--- config.mk ---
export PLATFORM = sky130hd
export DESIGN_NAME = song_block_rle_decompressor
export DESIGN_NICKNAME = d
export VERILOG_FILES = /design/src/rtl/srle_pkg.sv /design/src/rtl/song_block_rle_decompressor.sv /design/src/rtl/srle_in_stage.sv /design/src/rtl/srle_core.sv /design/src/rtl/srle_out_stage.sv
export SDC_FILE = /design/constraint.sdc
export NUM_CORES = 1
export LEC_CHECK = 0
export BUFFER_PORTS_ARGS = -buffer_cell sky130_fd_sc_hd__buf_4
export CORE_ASPECT_RATIO = 1.75
export CORE_MARGIN = 3
export CORE_UTILIZATION = 57
export CTS_CLUSTER_SIZE = 14
export DETAILED_ROUTE_END_ITERATION = 16
export PLACE_DENSITY_LB_ADDON = 0.25
export SLEW_MARGIN = 0
export SYNTH_ARGS = -nofsm -noshare
export SYNTH_HDL_FRONTEND = slang
export SYNTH_SLANG_ARGS = --single-unit
--- constraint.sdc ---
create_clock -name clock -period 6.8 [get_ports clock]
set_clock_uncertainty 0.1 [all_clocks]
set_input_delay 1.02 -clock clock [delete_from_list [all_inputs] [get_ports clock]]
set_output_delay 1.02 -clock clock [all_outputs]
set_load 0.01 [all_outputs]
--- src/rtl/srle_pkg.sv ---
// ---------------------------------------------------------------------------
// srle_pkg
// Shared types, constants and the default instrument pattern for the song block RLE decoder.
// ---------------------------------------------------------------------------
package srle_pkg;

   localparam int OFFSET_BITS = 24;
   localparam int PATTERN_LEN = 16;
   localparam int PIDX_BITS   = $clog2(PATTERN_LEN);
   localparam logic [15:0] SONG_SIZE = 16'd32768;
   localparam logic [15:0] COUNT_MAX = 16'hFFFF;

   // escape and command codes of the compressed stream
   localparam logic [7:0] BYTE_RLE  = 8'hC0;
   localparam logic [7:0] BYTE_SPEC = 8'hE0;
   localparam logic [7:0] BYTE_WAVE = 8'hF0;
   localparam logic [7:0] BYTE_INST = 8'hF1;
   localparam logic [7:0] BYTE_EOF  = 8'hFF;

   // configuration register indexes
   localparam int CSR_IDX_BITS = 3;
   localparam logic [CSR_IDX_BITS-1:0] CSR_ABS_MODE   = 3'd0;
   localparam logic [CSR_IDX_BITS-1:0] CSR_FIRST_OFF  = 3'd1;
   localparam logic [CSR_IDX_BITS-1:0] CSR_BLOCK_SIZE = 3'd2;
   localparam logic [CSR_IDX_BITS-1:0] CSR_START_OFF  = 3'd3;
   localparam logic [CSR_IDX_BITS-1:0] CSR_WAVE_LO    = 3'd4;
   localparam logic [CSR_IDX_BITS-1:0] CSR_WAVE_HI    = 3'd5;

   typedef enum logic [2:0] {
      PH_IDLE,
      PH_RUN_VAL,
      PH_RUN_CNT,
      PH_ESC,
      PH_WAVE_CNT,
      PH_INST_CNT
   } phase_type;

   typedef enum logic [1:0] {
      EX_NONE,
      EX_RUN,
      EX_WAVE,
      EX_INST
   } expand_type;

   typedef enum logic [1:0] {
      KIND_DATA,
      KIND_SEEK,
      KIND_END,
      KIND_ERROR
   } kind_type;

   typedef struct packed {
      logic       is_tick;
      logic [7:0] data;
   } item_type;

   typedef struct packed {
      kind_type               kind;
      logic [7:0]             data;
      logic [OFFSET_BITS-1:0] seek;
      logic                   size_ok;
      logic                   more;
   } result_type;

   // fixed default instrument
   function automatic logic [7:0] inst_byte(input logic [PIDX_BITS-1:0] idx);
      logic [7:0] val;
      case (idx)
         4'd0:    val = 8'hA8;
         4'd3:    val = 8'hFF;
         4'd6:    val = 8'h03;
         4'd9:    val = 8'hD0;
         4'd13:   val = 8'hF3;
         default: val = 8'h00;
      endcase
      return val;
   endfunction

endpackage

--- src/rtl/song_block_rle_decompressor.sv ---
// ---------------------------------------------------------------------------
// song_block_rle_decompressor
// Run-length decoder for compressed song blocks, with drain ticks for
// queued run, wave and instrument expansions and seek/end reporting.
// ---------------------------------------------------------------------------
//
//   channel  direction  handshake              payload
//   req      in         req_valid/req_ready    req_type, req_in_byte
//   rsp      out        rsp_valid/rsp_ready    kind, byte, seek, size_ok, more
//   csr      in         csr_we (no wait)       csr_index, csr_wdata
//
// One transfer per cycle sustained while results are taken. A request is held in
// the input register, is decoded in one pass and its result (if any) lands in the
// result register; the rate is set by the parser state loop, whose
// longest path is the 24x16 block seek multiply and add.
// Reset is synchronous; no clearing pass is needed.
// A stalled result holds the decode stage; the input register then fills
// and req_ready drops until the result is taken.
// ---------------------------------------------------------------------------
module song_block_rle_decompressor (
   input  logic                              clock,
   input  logic                              reset,
   input  logic                              req_valid,
   output logic                              req_ready,
   input  logic                              req_type,
   input  logic [7:0]                        req_in_byte,
   output logic                              rsp_valid,
   input  logic                              rsp_ready,
   output logic [1:0]                        rsp_out_kind,
   output logic [7:0]                        rsp_out_byte,
   output logic [srle_pkg::OFFSET_BITS-1:0]  rsp_seek_offset,
   output logic                              rsp_size_ok,
   output logic                              rsp_more_pending,
   input  logic                              csr_we,
   input  logic [srle_pkg::CSR_IDX_BITS-1:0] csr_index,
   input  logic [63:0]                       csr_wdata
);

   logic                 item_vld;
   srle_pkg::item_type   item;
   logic                 out_free;
   logic                 advance;
   logic                 res_vld;
   srle_pkg::result_type res;

   // the decode stage moves whenever it holds an item and the result slot
   // is free or being emptied this cycle
   assign advance = item_vld && out_free;

   srle_in_stage u_in (
      .clock       (clock),
      .reset       (reset),
      .req_valid   (req_valid),
      .req_ready   (req_ready),
      .req_type    (req_type),
      .req_in_byte (req_in_byte),
      .advance     (advance),
      .item_vld    (item_vld),
      .item        (item)
   );

   srle_core u_core (
      .clock     (clock),
      .reset     (reset),
      .csr_we    (csr_we),
      .csr_index (csr_index),
      .csr_wdata (csr_wdata),
      .advance   (advance),
      .item      (item),
      .res_vld   (res_vld),
      .res       (res)
   );

   // items that produce nothing (escape prefixes, idle drain ticks) just retire
   srle_out_stage u_out (
      .clock            (clock),
      .reset            (reset),
      .load             (advance && res_vld),
      .res              (res),
      .out_free         (out_free),
      .rsp_valid        (rsp_valid),
      .rsp_ready        (rsp_ready),
      .rsp_out_kind     (rsp_out_kind),
      .rsp_out_byte     (rsp_out_byte),
      .rsp_seek_offset  (rsp_seek_offset),
      .rsp_size_ok      (rsp_size_ok),
      .rsp_more_pending (rsp_more_pending)
   );

endmodule

--- src/rtl/srle_in_stage.sv ---
// ---------------------------------------------------------------------------
// srle_in_stage
// Request register: holds one accepted transfer for the decode stage.
// ---------------------------------------------------------------------------
module srle_in_stage (
   input  logic               clock,
   input  logic               reset,
   input  logic               req_valid,
   output logic               req_ready,
   input  logic               req_type,
   input  logic [7:0]         req_in_byte,
   input  logic               advance,
   output logic               item_vld,
   output srle_pkg::item_type item
);

   logic               vld_ff, vld_in;
   srle_pkg::item_type item_ff;

   assign req_ready = !vld_ff || advance;
   assign vld_in    = (req_valid && req_ready) ? 1'b1 : (advance ? 1'b0 : vld_ff);

   always_ff @(posedge clock) begin
      if (reset) begin
         vld_ff <= 1'b0;
      end else begin
         vld_ff <= vld_in;
      end
   end

   always_ff @(posedge clock) begin
      if (req_valid && req_ready) begin
         item_ff.is_tick <= req_type;
         item_ff.data    <= req_in_byte;
      end
   end

   assign item_vld = vld_ff;
   assign item     = item_ff;

endmodule

--- src/rtl/srle_core.sv ---
// ---------------------------------------------------------------------------
// srle_core
// Configuration registers, parser state and single-pass decode of one item.
// ---------------------------------------------------------------------------
module srle_core (
   input  logic                                 clock,
   input  logic                                 reset,
   input  logic                                 csr_we,
   input  logic [srle_pkg::CSR_IDX_BITS-1:0]    csr_index,
   input  logic [63:0]                          csr_wdata,
   input  logic                                 advance,
   input  srle_pkg::item_type                   item,
   output logic                                 res_vld,
   output srle_pkg::result_type                 res
);

   localparam int OB = srle_pkg::OFFSET_BITS;
   localparam int PB = srle_pkg::PIDX_BITS;

   // configuration
   logic          abs_mode_ff;
   logic [OB-1:0] first_off_ff;
   logic [15:0]   block_size_ff;
   logic [OB-1:0] start_off_ff;
   logic [63:0]   wave_lo_ff, wave_hi_ff;

   // parser state
   srle_pkg::phase_type  phase_ff, phase_in;
   srle_pkg::expand_type expand_ff, expand_in;
   logic [7:0]    reps_ff, reps_in;
   logic [PB-1:0] pidx_ff, pidx_in;
   logic [7:0]    run_ff, run_in;
   logic [OB-1:0] rpos_ff, rpos_in;
   logic [15:0]   count_ff, count_in;

   logic          pending;
   logic [15:0]   count_inc;
   logic [127:0]  wave_all;
   logic [7:0]    pat_byte;
   logic [PB-1:0] pidx_next;
   logic [OB-1:0] block_idx;
   logic [OB+15:0] block_prod;
   logic [OB-1:0] seek_abs, seek_rel;
   logic [7:0]    b;

   assign b         = item.data;
   assign pending   = (expand_ff != srle_pkg::EX_NONE) && (reps_ff != 8'd0);
   assign count_inc = (count_ff != srle_pkg::COUNT_MAX) ? count_ff + 16'd1 : count_ff;
   assign wave_all  = {wave_hi_ff, wave_lo_ff};
   assign pat_byte  = (expand_ff == srle_pkg::EX_WAVE) ? wave_all[{pidx_ff, 3'b000} +: 8]
                                                       : srle_pkg::inst_byte(pidx_ff);
   assign pidx_next = pidx_ff + PB'(1);

   // block index wraps through zero, so a seek byte of zero lands one block below
   assign block_idx  = OB'(b) - OB'(1);
   assign block_prod = block_idx * block_size_ff;
   assign seek_abs   = first_off_ff + block_prod[OB-1:0];
   assign seek_rel   = rpos_ff + OB'(block_size_ff);

   always_comb begin
      phase_in  = phase_ff;
      expand_in = expand_ff;
      reps_in   = reps_ff;
      pidx_in   = pidx_ff;
      run_in    = run_ff;
      rpos_in   = rpos_ff;
      count_in  = count_ff;
      res_vld   = 1'b0;
      res.kind    = srle_pkg::KIND_DATA;
      res.data    = 8'h00;
      res.seek    = '0;
      res.size_ok = 1'b0;

      if (item.is_tick) begin
         if (pending) begin
            res_vld  = 1'b1;
            count_in = count_inc;
            if (expand_ff == srle_pkg::EX_RUN) begin
               res.data = run_ff;
               reps_in  = reps_ff - 8'd1;
            end else begin
               res.data = pat_byte;
               pidx_in  = pidx_next;
               if (pidx_next == '0) begin
                  reps_in = reps_ff - 8'd1;
               end
            end
            if (reps_in == 8'd0) begin
               expand_in = srle_pkg::EX_NONE;
            end
         end
      end else if (pending) begin
         // byte during an expansion is dropped
         res_vld  = 1'b1;
         res.kind = srle_pkg::KIND_ERROR;
      end else begin
         unique case (phase_ff) inside
            srle_pkg::PH_RUN_VAL: begin
               if (b == srle_pkg::BYTE_RLE) begin
                  phase_in = srle_pkg::PH_IDLE;
                  count_in = count_inc;
                  res_vld  = 1'b1;
                  res.data = b;
               end else begin
                  run_in   = b;
                  phase_in = srle_pkg::PH_RUN_CNT;
               end
            end
            srle_pkg::PH_RUN_CNT, srle_pkg::PH_WAVE_CNT, srle_pkg::PH_INST_CNT: begin
               phase_in = srle_pkg::PH_IDLE;
               if (b == 8'd0) begin
                  expand_in = srle_pkg::EX_NONE;
                  reps_in   = 8'd0;
               end else begin
                  reps_in = b;
                  pidx_in = '0;
                  if (phase_ff == srle_pkg::PH_RUN_CNT) begin
                     expand_in = srle_pkg::EX_RUN;
                  end else if (phase_ff == srle_pkg::PH_WAVE_CNT) begin
                     expand_in = srle_pkg::EX_WAVE;
                  end else begin
                     expand_in = srle_pkg::EX_INST;
                  end
               end
            end
            srle_pkg::PH_ESC: begin
               phase_in = srle_pkg::PH_IDLE;
               if (b == srle_pkg::BYTE_SPEC) begin
                  count_in = count_inc;
                  res_vld  = 1'b1;
                  res.data = b;
               end else if (b == srle_pkg::BYTE_WAVE) begin
                  phase_in = srle_pkg::PH_WAVE_CNT;
               end else if (b == srle_pkg::BYTE_INST) begin
                  phase_in = srle_pkg::PH_INST_CNT;
               end else if (b == srle_pkg::BYTE_EOF) begin
                  res_vld     = 1'b1;
                  res.kind    = srle_pkg::KIND_END;
                  res.size_ok = (count_ff == srle_pkg::SONG_SIZE);
                  count_in    = 16'd0;
                  rpos_in     = start_off_ff;
               end else begin
                  rpos_in  = abs_mode_ff ? seek_abs : seek_rel;
                  res_vld  = 1'b1;
                  res.kind = srle_pkg::KIND_SEEK;
                  res.seek = rpos_in;
               end
            end
            default: begin
               phase_in = srle_pkg::PH_IDLE;
               if (b == srle_pkg::BYTE_RLE) begin
                  phase_in = srle_pkg::PH_RUN_VAL;
               end else if (b == srle_pkg::BYTE_SPEC) begin
                  phase_in = srle_pkg::PH_ESC;
               end else begin
                  count_in = count_inc;
                  res_vld  = 1'b1;
                  res.data = b;
               end
            end
         endcase
      end

      res.more = (expand_in != srle_pkg::EX_NONE) && (reps_in != 8'd0);
   end

   always_ff @(posedge clock) begin
      if (reset) begin
         phase_ff  <= srle_pkg::PH_IDLE;
         expand_ff <= srle_pkg::EX_NONE;
         reps_ff   <= 8'd0;
         pidx_ff   <= '0;
         run_ff    <= 8'd0;
         count_ff  <= 16'd0;
      end else if (advance) begin
         phase_ff  <= phase_in;
         expand_ff <= expand_in;
         reps_ff   <= reps_in;
         pidx_ff   <= pidx_in;
         run_ff    <= run_in;
         count_ff  <= count_in;
      end
   end

   // read position: a start offset write reloads it
   always_ff @(posedge clock) begin
      if (reset) begin
         rpos_ff <= '0;
      end else if (csr_we && csr_index == srle_pkg::CSR_START_OFF) begin
         rpos_ff <= csr_wdata[OB-1:0];
      end else if (advance) begin
         rpos_ff <= rpos_in;
      end
   end

   always_ff @(posedge clock) begin
      if (reset) begin
         abs_mode_ff   <= 1'b1;
         first_off_ff  <= '0;
         block_size_ff <= 16'd512;
         start_off_ff  <= '0;
         wave_lo_ff    <= 64'd0;
         wave_hi_ff    <= 64'd0;
      end else if (csr_we) begin
         unique case (csr_index)
            srle_pkg::CSR_ABS_MODE:   abs_mode_ff   <= csr_wdata[0];
            srle_pkg::CSR_FIRST_OFF:  first_off_ff  <= csr_wdata[OB-1:0];
            srle_pkg::CSR_BLOCK_SIZE: block_size_ff <= csr_wdata[15:0];
            srle_pkg::CSR_START_OFF:  start_off_ff  <= csr_wdata[OB-1:0];
            srle_pkg::CSR_WAVE_LO:    wave_lo_ff    <= csr_wdata;
            srle_pkg::CSR_WAVE_HI:    wave_hi_ff    <= csr_wdata;
            default: ;
         endcase
      end
   end

endmodule

--- src/rtl/srle_out_stage.sv ---
// ---------------------------------------------------------------------------
// srle_out_stage
// Result register toward the response channel.
// ---------------------------------------------------------------------------
module srle_out_stage (
   input  logic                              clock,
   input  logic                              reset,
   input  logic                              load,
   input  srle_pkg::result_type              res,
   output logic                              out_free,
   output logic                              rsp_valid,
   input  logic                              rsp_ready,
   output logic [1:0]                        rsp_out_kind,
   output logic [7:0]                        rsp_out_byte,
   output logic [srle_pkg::OFFSET_BITS-1:0]  rsp_seek_offset,
   output logic                              rsp_size_ok,
   output logic                              rsp_more_pending
);

   logic                 vld_ff, vld_in;
   srle_pkg::result_type res_ff;

   assign out_free = !vld_ff || rsp_ready;
   assign vld_in   = load ? 1'b1 : (rsp_ready ? 1'b0 : vld_ff);

   always_ff @(posedge clock) begin
      if (reset) begin
         vld_ff <= 1'b0;
      end else begin
         vld_ff <= vld_in;
      end
   end

   always_ff @(posedge clock) begin
      if (load) begin
         res_ff <= res;
      end
   end

   assign rsp_valid        = vld_ff;
   assign rsp_out_kind     = res_ff.kind;
   assign rsp_out_byte     = res_ff.data;
   assign rsp_seek_offset  = res_ff.seek;
   assign rsp_size_ok      = res_ff.size_ok;
   assign rsp_more_pending = res_ff.more;

endmodule

==> results.md <==
- CTS tree: yes
- Worst-path fanout max: 7
- NumNets Final: 3048
- GRT Util Overall: 0.314
- Post-synth cell types: 85
- Die area: 40400 um^2
- Worst rel slew slack: 0.229
- Setup TNS: -4.38 ns
- Final Hold Viols: 0
- Data arrival time of the worst path: 7.45 ns
- Vias in the first global route: 19400
- Total core area: 37100 um^2
- Die H: 264 um
- Via density: 5.97
- Multi-input gate area: 14000 um^2
- Cell Pwr Density: 166 nW/um^2
- Post-synthesis cell area: 21600 um^2
- ANT nets after route: 0
- Yosys warns: 0
- Htree depth: 1
- Worst-Margin Slew: 1.16 ns
- FFs w/ async S/R, synth: 0
- Final slew viol count: 0
- Initial antenna violation count: 1
- Layout overhead on the synthesized area: 16.1%
- Non-Filler Instances: 3191
- Clk sink count: 305
- CTS clock-pin slew for the worst setup and hold paths: 0.07 ns
- Top_reg_cell synth: dfxtp_1
- Register Area: 6560 um^2
- Global route overflow: 0
- Drc violations: 0
- Failing checks: setup timing
- N_diodes: 0
- Worst vdd ir: 0.000228 V
- Crit path time final: 7.08 ns
- First-pass GRT wire length: 101000 um
- Cell Count Post-Placement: 3127
- Port bufs: 118
- DIE WIDTH: 153 um
- Unrepaired setup endpoints after global routing: yes
- 1st-pass router iterations: 6
- Initial core utilization: 0.583
- Synth Register Bits: 305
- Final Setup Violations: 24
- Post-synth EDFFs: 45
- Critical Path Start Type: flop
- Inserted Clock Buffers: 28
- Critical path class: flop to flop
- Max frequency: 0.141 GHz
- Number of fillers in the final layout: 2992
- Syn Area/Cell: 8.47 um^2
- Global placement routability congestion: 0.946
- Wire per inst: 20.6 um
- Layout cells sized above 1: 0.173
- Via count: 19000
- CP endpoint kind: flop
- Post-synthesis cell count: 2555
- Sequential area share after synthesis: 0.303
- Max Root-Sink Buffers: 3
- Overall power: 0.00417 W
- Worst setup margin: -0.276 ns
- Ports: 119
- Final Cycle Share: 1.04
- Total wire length: 65600 um
- Row count: 93
- Post-DP HPWL: 48400 um
- Pin count of the biggest net entering global routing: 104
- Skew-Pair Late Insertion Delay: 0.60 ns
- Max cap viols: 0
- Leakage: 10.4 nW
- Synthesized Nets: 2907
- Starting DRT DRC Count: 1421
- CP required: 7.17 ns
- Outcome: finished with violations
- Hold crit path type: flop to flop
- Root Driver: clkbuf_16
[cell usage after synthesis, types with 4 or more instances]
cell / count / area share
o21ai_0: 46 / 0.011
o211ai_1: 13 / 0.0045
a41oi_1: 4 / 0.0016
mux2i_1: 18 / 0.0083
o31ai_1: 7 / 0.0024
fa_1: 181 / 0.17
or3_1: 11 / 0.0032
nor4_1: 7 / 0.0020
and2_1: 52 / 0.015
a221oi_1: 5 / 0.0020
xor2_1: 29 / 0.012
inv_1: 274 / 0.048
and3_1: 6 / 0.0017
nand3_1: 31 / 0.0072
nor3_1: 31 / 0.0072
clkbuf_1: 129 / 0.022
nor2b_1: 30 / 0.0087
o22ai_1: 10 / 0.0029
a211oi_1: 33 / 0.011
buf_1: 10 / 0.0017
nand4_1: 8 / 0.0023
ha_1: 90 / 0.052
edfxtp_1: 45 / 0.062
o21a_1: 6 / 0.0021
xnor2_1: 36 / 0.015
a21o_1: 15 / 0.0052
buf_2: 13 / 0.0030
nor2_1: 142 / 0.025
dfxtp_1: 260 / 0.24
nand2b_1: 24 / 0.0069
nand2_1: 555 / 0.096
nor3b_1: 5 / 0.0017
o2111ai_1: 7 / 0.0028
mux4_2: 39 / 0.041
o21ai_1: 12 / 0.0028
a22oi_1: 5 / 0.0017
or2_2: 7 / 0.0020
a21oi_1: 273 / 0.063
a31oi_1: 21 / 0.0061
[layout by cell type (no fill, tap or decap), drive strengths merged, types with 9 or more instances in the layout]
master,netlist,layout
a211oi,33,33
a21o,15,15
a21oi,275,275
a31oi,21,21
and2,52,52
buf,25,265
clkbuf,129,42
clkinv,1,9
dfxtp,260,260
edfxtp,45,45
fa,181,181
ha,90,90
inv,275,275
mux2i,18,18
mux4,40,40
nand2,556,556
nand2b,24,24
nand3,32,32
nor2,143,143
nor2b,30,30
nor3,34,34
nor4,9,9
o211ai,13,13
o21ai,58,58
o22ai,11,11
or3,12,12
xnor2,36,36
xor2,29,29
[area by class of cell]
class | count | share of cell area
multi-input combinational | 1820 | 0.557
sequential | 305 | 0.261
timing repair buffer | 265 | 0.0823
inverter | 276 | 0.0413
clock buffer | 42 | 0.0316
tap | 475 | 0.0237
clock inverter | 8 | 0.00304
[state kept, by name, summed over array words and instances, names as in the netlist, 2 cells and up]
name,cells
u_core.run_ff,8
u_out.rsp_out_kind,2
u_core.phase_ff,3
u_core.start_off_ff,24
u_core.count_ff,16
u_out.rsp_out_byte,8
u_out.rsp_seek_offset,24
u_core.block_size_ff,16
u_core.rpos_ff,24
u_core.pidx_ff,4
u_core.expand_ff,2
u_core.reps_ff,8
u_in.item,9
u_core.wave_lo_ff,64
u_core.first_off_ff,24
u_core.wave_hi_ff,64
[where the power goes]
part           internal [W]  switching [W]
Sequential          0.00187      0.0000346
Combinational      0.000305       0.000434
Clock              0.000812       0.000721
Total               0.00298        0.00119
[per-stage QoR]
step / util / cell area [um^2] / setup WS [ns] / hold WS [ns]
6_report: 0.677 / 25100 / -0.276 / 0.353
3_3_place_gp: 0.638 / 23700 / -0.322 / 0.338
3_5_place_dp: 0.638 / 23700 / -0.397 / 0.343
4_1_cts: 0.667 / 24800 / -0.0993 / 0.352
2_1_floorplan: - / 21800 / -0.240 / 0.332
5_1_grt: 0.677 / 25100 / -0.501 / 0.366
[timing repair]
item                       CTS  global route
setup endpoints to repair   26            29
pin swaps                   25            34
buffers inserted             5             9
gates cloned                 0             1
hold buffers                 0             0
resized for setup           44            53
hold endpoints to repair     0             0
[critical path, stage by stage (launching register included)]
cell and delay [ns]:
edfxtp_1 0.41, inv_2 0.10, ha_4 0.13, or4b_4 0.49, nor4_4 0.37, buf_12 0.19
nand2_8 0.05, fa_2 0.61, inv_2 0.07, fa_1 0.45, fa_1 0.49, inv_1 0.05
fa_1 0.47, inv_1 0.05, fa_1 0.48, inv_1 0.05, fa_1 0.49, inv_2 0.05
ha_4 0.26, a21oi_4 0.17, nor3b_4 0.32, a211oi_2 0.13, o2111ai_2 0.26, nand2_2 0.10
xor2_2 0.21, mux2i_2 0.22, buf_4 0.16, o22ai_2 0.06
[cell families after synthesis]
group	count (synthesis)	synth area share
adders and majority gates	271	0.220
muxes	59	0.0507
and+or+nand+nor	936	0.191
buffers and inverters	430	0.0759
DFF	305	0.303
xor gates and xnor gates	65	0.0263
AOI/OAI and AO/OA	489	0.134
[routing by layer]
layer / global-route usage / vias up / wire [um]
li1: - / 8666 / -
met2: 0.567 / 789 / 34200
met1: 0.326 / 9266 / 21300
met4: 0.242 / 2 / 6520
met3: 0.0395 / 312 / 3570
met5: 0 / - / 14
[worst paths after layout]
kind                                       startpoint                                  end  slack (ns)  cells after the start
setup / recovery               u_in.item[1]$_DFFE_PP_      u_core.rpos_ff[20]$_SDFFE_PP0P_       -0.28                     27
hold reg to reg   u_core.start_off_ff[7]$_SDFFE_PP0P_  u_core.start_off_ff[7]$_SDFFE_PP0P_        0.35                      2
hold / removal    u_core.start_off_ff[7]$_SDFFE_PP0P_  u_core.start_off_ff[7]$_SDFFE_PP0P_        0.35                      2
setup reg to reg               u_in.item[1]$_DFFE_PP_      u_core.rpos_ff[20]$_SDFFE_PP0P_       -0.28                     27
(Power assumes the default switching activity.)
